$ cat src/rtl/psf_pkg.sv
// ----------------------------------------------------------------------------
// psf_pkg: types and codes of the priority-selectable FIFO
// Request and response beat layouts, stored entry layout, request and status
// codes, and the sequencer states.
// ----------------------------------------------------------------------------
package psf_pkg;

	localparam int unsigned PAYLOAD_W = 32;
	localparam int unsigned PRIO_W    = 8;
	localparam int unsigned COUNT_W   = 5;

	localparam logic [1:0] REQ_APPEND    = 2'd0;
	localparam logic [1:0] REQ_POP_HEAD  = 2'd1;
	localparam logic [1:0] REQ_POP_EQUAL = 2'd2;
	localparam logic [1:0] REQ_POP_AT_MOST = 2'd3;

	localparam logic [1:0] ST_DONE = 2'd0;
	localparam logic [1:0] ST_NONE = 2'd1;
	localparam logic [1:0] ST_FULL = 2'd2;

	typedef struct packed {
		logic [1:0]           req_type;
		logic [PAYLOAD_W-1:0] item_payload;
		logic [PRIO_W-1:0]    item_priority;
	} req_t;

	typedef struct packed {
		logic [1:0]           status;
		logic                 head_valid;
		logic [PAYLOAD_W-1:0] head_payload;
		logic [PRIO_W-1:0]    head_priority;
		logic [COUNT_W-1:0]   entry_count;
	} rsp_t;

	typedef struct packed {
		logic [PAYLOAD_W-1:0] payload;
		logic [PRIO_W-1:0]    prio;
	} entry_t;

	typedef enum logic [2:0] {
		S_IDLE,
		S_SCAN,
		S_SHIFT,
		S_HEAD,
		S_FILL
	} seq_state_t;

endpackage

$ cat src/rtl/psf_ram.sv
// ----------------------------------------------------------------------------
// psf_ram: generic simple dual-port RAM
// One write port and one read port, read data registered.
// ----------------------------------------------------------------------------
module psf_ram #(
	parameter int unsigned WIDTH = 40,
	parameter int unsigned DEPTH = 16
) (
	input  logic                     clk,
	input  logic                     we,
	input  logic [$clog2(DEPTH)-1:0] waddr,
	input  logic [WIDTH-1:0]         wdata,
	input  logic [$clog2(DEPTH)-1:0] raddr,
	output logic [WIDTH-1:0]         rdata
);

	logic [WIDTH-1:0] mem_q [DEPTH];
	logic [WIDTH-1:0] rdata_q;

	always_ff @(posedge clk) begin
		if (we) begin
			mem_q[waddr] <= wdata;
		end
		rdata_q <= mem_q[raddr];
	end

	assign rdata = rdata_q;

endmodule

$ cat src/rtl/priority_selectable_fifo_unit.sv
// ----------------------------------------------------------------------------
// priority_selectable_fifo_unit: ordered queue with priority-matched removal
// Holds up to QUEUE_DEPTH entries in age order in one RAM; removals close the
// gap by moving later entries down one place at a time.
// ----------------------------------------------------------------------------
// Usage:
// A request beat on req/req_valid asks to append an entry at the tail, remove
// the head, remove the oldest entry whose priority equals the key, or remove
// the oldest entry whose priority is at most the key. Each request yields one
// response beat on rsp/rsp_valid with status, the new head and the count.
// req_stall is high while a request is in work; one request is in work at a
// time. Every request ends in S_HEAD, which reads the new head, and S_FILL,
// which loads the response. Remove head first closes up in S_SHIFT; remove
// by key first searches in S_SCAN and, on a match, closes up in S_SHIFT.
// The single RAM read port sets the pace: the key search reads one entry
// per cycle and the close-up moves one entry per cycle.
// The response register holds its beat while rsp_stall is high; the next
// request is still accepted and worked, and waits in its last step until the
// held beat is taken. Reset empties the queue and drops any pending response.
// ----------------------------------------------------------------------------
module priority_selectable_fifo_unit #(
	parameter int unsigned QUEUE_DEPTH = 16
) (
	input  logic            clk,
	input  logic            arst_n,
	input  logic            req_valid,
	output logic            req_stall,
	input  psf_pkg::req_t   req,
	output logic            rsp_valid,
	input  logic            rsp_stall,
	output psf_pkg::rsp_t   rsp
);

	localparam int unsigned AW = $clog2(QUEUE_DEPTH);
	localparam int unsigned CW = $clog2(QUEUE_DEPTH + 1);

	psf_pkg::seq_state_t state_q, state_d;
	logic [CW-1:0]        occ_q, occ_d;
	logic [CW-1:0]        scan_idx_q, scan_idx_d;
	logic                 cmp_vld_q, cmp_vld_d;
	logic [AW-1:0]        cmp_idx_q, cmp_idx_d;
	logic [CW-1:0]        sh_idx_q, sh_idx_d;
	logic                 wpend_q, wpend_d;
	logic [AW-1:0]        wr_idx_q, wr_idx_d;
	logic                 rsp_valid_q;
	logic                 rsp_load;

	logic [1:0]                   status_q, status_d;
	logic                         at_most_q, at_most_d;
	logic [psf_pkg::PRIO_W-1:0]   key_q, key_d;
	psf_pkg::rsp_t                rsp_q;
	psf_pkg::rsp_t                rsp_d;

	logic             ram_we;
	logic [AW-1:0]    ram_waddr;
	psf_pkg::entry_t  ram_wdata;
	logic [AW-1:0]    ram_raddr;
	psf_pkg::entry_t  ram_rdata;

	logic             accept;
	logic             full;
	logic             hit;
	logic [CW-1:0]    sh_idx_m1;

	psf_ram #(
		.WIDTH($bits(psf_pkg::entry_t)),
		.DEPTH(QUEUE_DEPTH)
	) u_store (
		.clk  (clk),
		.we   (ram_we),
		.waddr(ram_waddr),
		.wdata(ram_wdata),
		.raddr(ram_raddr),
		.rdata(ram_rdata)
	);

	assign req_stall = (state_q != psf_pkg::S_IDLE);
	assign accept    = req_valid && !req_stall;
	assign full      = (occ_q == CW'(QUEUE_DEPTH));
	assign sh_idx_m1 = sh_idx_q - CW'(1);

	// Shared priority comparator
	assign hit = cmp_vld_q && (at_most_q ? (ram_rdata.prio <= key_q)
	                                     : (ram_rdata.prio == key_q));

	always_comb begin
		state_d    = state_q;
		occ_d      = occ_q;
		scan_idx_d = scan_idx_q;
		cmp_vld_d  = 1'b0;
		cmp_idx_d  = cmp_idx_q;
		sh_idx_d   = sh_idx_q;
		wpend_d    = 1'b0;
		wr_idx_d   = wr_idx_q;
		status_d   = status_q;
		at_most_d  = at_most_q;
		key_d      = key_q;
		rsp_load   = 1'b0;
		rsp_d      = rsp_q;
		ram_we     = 1'b0;
		ram_waddr  = wr_idx_q;
		ram_wdata  = ram_rdata;
		ram_raddr  = '0;

		case (state_q)
			psf_pkg::S_IDLE: begin
				if (accept) begin
					key_d     = req.item_priority;
					at_most_d = (req.req_type == psf_pkg::REQ_POP_AT_MOST);
					status_d  = psf_pkg::ST_DONE;
					state_d   = psf_pkg::S_HEAD;
					if (req.req_type == psf_pkg::REQ_APPEND) begin
						if (full) begin
							status_d = psf_pkg::ST_FULL;
						end else begin
							ram_we         = 1'b1;
							ram_waddr      = occ_q[AW-1:0];
							ram_wdata.payload = req.item_payload;
							ram_wdata.prio    = req.item_priority;
							occ_d          = occ_q + CW'(1);
						end
					end else if (occ_q == '0) begin
						status_d = psf_pkg::ST_NONE;
					end else if (req.req_type == psf_pkg::REQ_POP_HEAD) begin
						sh_idx_d = CW'(1);
						state_d  = psf_pkg::S_SHIFT;
					end else begin
						scan_idx_d = '0;
						state_d    = psf_pkg::S_SCAN;
					end
				end
			end
			psf_pkg::S_SCAN: begin
				if (hit) begin
					// drop the read in flight and close up behind the match
					sh_idx_d = CW'(cmp_idx_q) + CW'(1);
					state_d  = psf_pkg::S_SHIFT;
				end else if (scan_idx_q >= occ_q) begin
					status_d = psf_pkg::ST_NONE;
					state_d  = psf_pkg::S_HEAD;
				end else begin
					ram_raddr  = scan_idx_q[AW-1:0];
					cmp_vld_d  = 1'b1;
					cmp_idx_d  = scan_idx_q[AW-1:0];
					scan_idx_d = scan_idx_q + CW'(1);
				end
			end
			psf_pkg::S_SHIFT: begin
				// write back the entry read last cycle one place lower
				if (wpend_q) begin
					ram_we    = 1'b1;
					ram_waddr = wr_idx_q;
					ram_wdata = ram_rdata;
				end
				if (sh_idx_q < occ_q) begin
					ram_raddr = sh_idx_q[AW-1:0];
					wpend_d   = 1'b1;
					wr_idx_d  = sh_idx_m1[AW-1:0];
					sh_idx_d  = sh_idx_q + CW'(1);
				end else begin
					occ_d   = occ_q - CW'(1);
					state_d = psf_pkg::S_HEAD;
				end
			end
			psf_pkg::S_HEAD: begin
				ram_raddr = '0;
				state_d   = psf_pkg::S_FILL;
			end
			psf_pkg::S_FILL: begin
				ram_raddr           = '0;
				rsp_d.status        = status_q;
				rsp_d.head_valid    = (occ_q != '0);
				rsp_d.head_payload  = (occ_q != '0) ? ram_rdata.payload : '0;
				rsp_d.head_priority = (occ_q != '0) ? ram_rdata.prio : '0;
				rsp_d.entry_count   = psf_pkg::COUNT_W'(occ_q);
				// hold here until the previous response is taken
				if (!rsp_valid_q || !rsp_stall) begin
					rsp_load = 1'b1;
					state_d  = psf_pkg::S_IDLE;
				end
			end
			default: begin
				state_d = psf_pkg::S_IDLE;
			end
		endcase
	end

	always_ff @(posedge clk or negedge arst_n) begin
		if (!arst_n) begin
			state_q     <= psf_pkg::S_IDLE;
			occ_q       <= '0;
			cmp_vld_q   <= 1'b0;
			wpend_q     <= 1'b0;
			rsp_valid_q <= 1'b0;
		end else begin
			state_q   <= state_d;
			occ_q     <= occ_d;
			cmp_vld_q <= cmp_vld_d;
			wpend_q   <= wpend_d;
			if (rsp_load) begin
				rsp_valid_q <= 1'b1;
			end else if (!rsp_stall) begin
				rsp_valid_q <= 1'b0;
			end
		end
	end

	always_ff @(posedge clk) begin
		scan_idx_q <= scan_idx_d;
		cmp_idx_q  <= cmp_idx_d;
		sh_idx_q   <= sh_idx_d;
		wr_idx_q   <= wr_idx_d;
		status_q   <= status_d;
		at_most_q  <= at_most_d;
		key_q      <= key_d;
		if (rsp_load) begin
			rsp_q <= rsp_d;
		end
	end

	assign rsp_valid = rsp_valid_q;
	assign rsp       = rsp_q;

	// The count never exceeds the depth.
	assert property (@(posedge clk) disable iff (!arst_n)
		occ_q <= CW'(QUEUE_DEPTH))
		else $error("occupancy above queue depth");

	// The count moves by at most one per cycle.
	assert property (@(posedge clk) disable iff (!arst_n)
		(occ_q == $past(occ_q)) || (occ_q == $past(occ_q) + CW'(1)) ||
		(occ_q + CW'(1) == $past(occ_q)))
		else $error("occupancy jumped by more than one");

	// Close-up writes stay inside the held entries.
	assert property (@(posedge clk) disable iff (!arst_n)
		(state_q == psf_pkg::S_SHIFT && wpend_q) |-> (CW'(wr_idx_q) + CW'(1) < occ_q))
		else $error("close-up write beyond tail");

	// A full status is reported only with a full queue.
	assert property (@(posedge clk) disable iff (!arst_n)
		(rsp_load && status_q == psf_pkg::ST_FULL) |-> full)
		else $error("full status on a queue with room");

endmodule

$ cat config.mk
export PLATFORM = sky130hd
export DESIGN_NAME = priority_selectable_fifo_unit
export DESIGN_NICKNAME = d
export VERILOG_FILES = /design/src/rtl/psf_pkg.sv /design/src/rtl/psf_ram.sv /design/src/rtl/priority_selectable_fifo_unit.sv
export SDC_FILE = /design/constraint.sdc
export NUM_CORES = 1
export LEC_CHECK = 0
export ABC_AREA = 0
export BUFFER_PORTS_ARGS = -buffer_cell sky130_fd_sc_hd__buf_2
export CAP_MARGIN = 25
export CORE_MARGIN = 3
export CORE_UTILIZATION = 30
export DETAILED_ROUTE_END_ITERATION = 12
export GPL_TIMING_DRIVEN = 0
export PLACE_DENSITY_LB_ADDON = 0.25
export SETUP_SLACK_MARGIN = 0.15
export SYNTH_ARGS = -nofsm -noshare
export SYNTH_HDL_FRONTEND = slang
export SYNTH_SLANG_ARGS = --single-unit
$ cat constraint.sdc
create_clock -name clk -period 11.1 [get_ports clk]
set_clock_uncertainty 0.15 [all_clocks]
set_input_delay 2.22 -clock clk [delete_from_list [all_inputs] [get_ports clk]]
set_output_delay 2.22 -clock clk [all_outputs]
set_load 0.01 [all_outputs]
==> metrics.txt <==
DRT Pass-1 Iters=7; outcome=finished, final reports clean; cells on worst reg2reg path=14; HP Class=register to register; crit path time final=5.505 ns; crit-path max FO=23; Final Cycle Share=49.60%; Core Area=99,140 um2; root buf cell=clkbuf_16; Routed WL=approximately 85,000 um; Post-DRT Antenna Nets=0; final hold violations=0; vias per cell=4.933; CP Launch Type=input port; fin area=35,670 um2; layout net count=2,460; reg2reg start=occ_q[2]; #FFs+latches synth=around 770; hold_buf cts=0; Leak=11.99 nW; Area Growth Syn to Fin=18.04%; most frequent cells in the layout=717 x edfxtp_1, 544 x nand2_1, 202 x nand3_1, 158 x buf_2, 94 x a21oi_1; drt drc=0; die height=323.4 um; ys flop type=edfxtp_1; syn_nets=2,257; DP Wirelength=around 56,000 um; initial antenna violation count=1; max_cap viols=0; largest net degree at the start of global routing=25; Synth Area per Inst=13.82 um2; Setup crit end kind=register; Register Area=22,610 um2; post-CTS setup buffers=0; Die ar.=104,600 um2; CTS tree=done; Post-synth ARST share=1.432%; vias in the first global route=18,792; clk_lat worst skew=0.64 ns; PD cells=293.2 nW/um2; Cells after Synth=2,187; Reg-to-Reg End=u_store.rdata[35]; Clock Sink Count=768; share of cells above drive strength 1=around 16%; setup TNS=0 ns; GRT Total Usage=16.07%; Worst slew margin=approximately 30%; Site Rows=115; global route overflow=0; RSZ-0062 raised after global routing=false; Final setup viols=0; most common cell after layout, fill and taps aside=edfxtp_1; Setup CP Type=input port to register; gp weighted congestion=0.7943; initial core utilization=between 30% and 40%; WHS Endpoint=rsp[47]; synth warn=0; post-synthesis sequential area ratio=74.82%; first-pass GRT wire length=between 100,000 and 150,000 um; VDD IR max=173.9 uV; Synth cell types=53; Clk pin slew, worst setup/hold paths=approximately 0.050 ns; Post-Syn Area=30,220 um2; Fillers=9,374; Die X=323.4 um; Worst Path Required=11.25 ns; Slew Limit Fails=0; Placed Area=around 33,000 um2; crit path DAT=~5.7 ns; number of synthesized flops with an enable pin=717; Wirelength per Cell=22.57 um; clock buffer depth=3; Hold Crit Start=status_q[1]; multi-input logic area=7024 um2; TritonCTS Buffers=approximately 80; post-cts sizing count=0; Port Buffers=95; htree depth=3; hold depth=0; R2R Setup Slk=6.53 ns; Worst-Margin Slew=~1.1 ns; Max Clk Rate=181.6 MHz; DRT iter0 DRCs=1,566; vias=18,485; I/O pins=96
Yosys cell counts, drive strengths merged (11+ instances only):
cell type / count / area, um2
edfxtp: 717 / 21530
nand2: 544 / 2042
nand3: 202 / 1011
a21oi: 95 / 475.5
buf: 82 / 456.7
a31oi: 47 / 309.0
and2: 44 / 275.3
nand4: 44 / 275.3
clkbuf: 42 / 157.7
a22o: 41 / 359.1
dfxtp: 40 / 800.8
mux2i: 40 / 400.4
o211ai: 40 / 300.3
mux2: 39 / 439.2
nor2: 36 / 137.6
inv: 27 / 103.9
ha: 23 / 287.8
o21ai: 14 / 73.82
dfrtp: 11 / 275.3
layout make-up:
type / instances / share of cell area, %
Tap cell: 1287 / 4.515
Antenna cell: 1 / 0.007016
Clock inverter: 48 / 1.407
Multi-Input combinational cell: 1268 / 19.69
Inverter: 27 / 0.2912
Buffer: 124 / 1.723
Timing Repair Buffer: 120 / 2.792
Sequential cell: 768 / 63.39
Clock buffer: 104 / 6.185
through the flow:
step	hold WS (ns)	std cells	total power [mW]	setup WS [ns]	utilization [%]
after floorplan	0.2503	2187	6.312	5.535	-
after global placement	0.2786	3569	7.700	1.563	32.58
after detailed placement	0.2647	3594	7.806	4.881	33.24
after CTS	0.2781	3746	10.57	5.544	35.97
after global routing	0.2894	3746	11.02	5.426	35.97
final	0.2731	3747	10.46	5.595	35.98
flip-flops by register name, summed over array words and instances (netlist names):
name and count:
u_store.mem_q 640, rsp 48, u_store.rdata 40, key_q 8, occ_q 5, scan_idx_q 5
sh_idx_q 5, cmp_idx_q 4, wr_idx_q 4, state_q 3, status_q 2, at_most_q 1
cmp_vld_q 1, rsp_valid 1, wpend_q 1
cell families (layout without fill, tap and decap cells):
kind of cell / after synthesis / after routing / synth area share (%)
AOI/OAI and AO/OA: 264 / 264 / 5.872
muxes: 79 / 79 / 2.779
buffers and inverters: 151 / 423 / 2.377
adders and majority gates: 24 / 24 / 1.019
other: 0 / 1 / 0
DFF: 768 / 768 / 74.82
and+or+nand+nor: 888 / 888 / 12.76
xor gates and xnor gates: 13 / 13 / 0.3768
metal layers:
layer / wire [um] / vias up / global-route usage (%)
li1: - / 8485 / -
met1: 35530 / 9249 / 20.75
met2: 41190 / 587 / 27.14
met3: 4603 / 164 / 2.140
met4: 3242 / 0 / 6.908
met5: 0 / - / 0
critical path, cell delays in order:
cell,delay (ns)
buf_2,0.12
nor2_1,0.17
nand3_1,0.14
nor2_2,0.38
buf_8,0.23
clkbuf_1,0.71
a31oi_1,0.51
nor2_4,0.82
buf_12,0.28
where the power goes:
group / switching (mW) / leakage [nW] / internal (mW)
registers: 0.124 / 6.95 / 3.86
clock network: 1.13 / 1.32 / 1.60
logic: 2.65 / 3.73 / 1.09
how the worst max path moves through the flow:
stage,start,end,slack [ns],depth (start not counted)
4_1_cts,req[40],u_store.mem_q[3][18],5.54,9
3_3_place_gp,req[40],u_store.mem_q[0][20],1.56,7
2_1_floorplan,req[40],u_store.mem_q[0][0],5.53,6
3_5_place_dp,req[40],u_store.mem_q[3][21],4.88,9
6_report,req[41],u_store.mem_q[3][18],5.59,9
5_1_grt,req[40],u_store.mem_q[0][20],5.43,9
No activity file was read; power rests on OpenSTA's default activity.
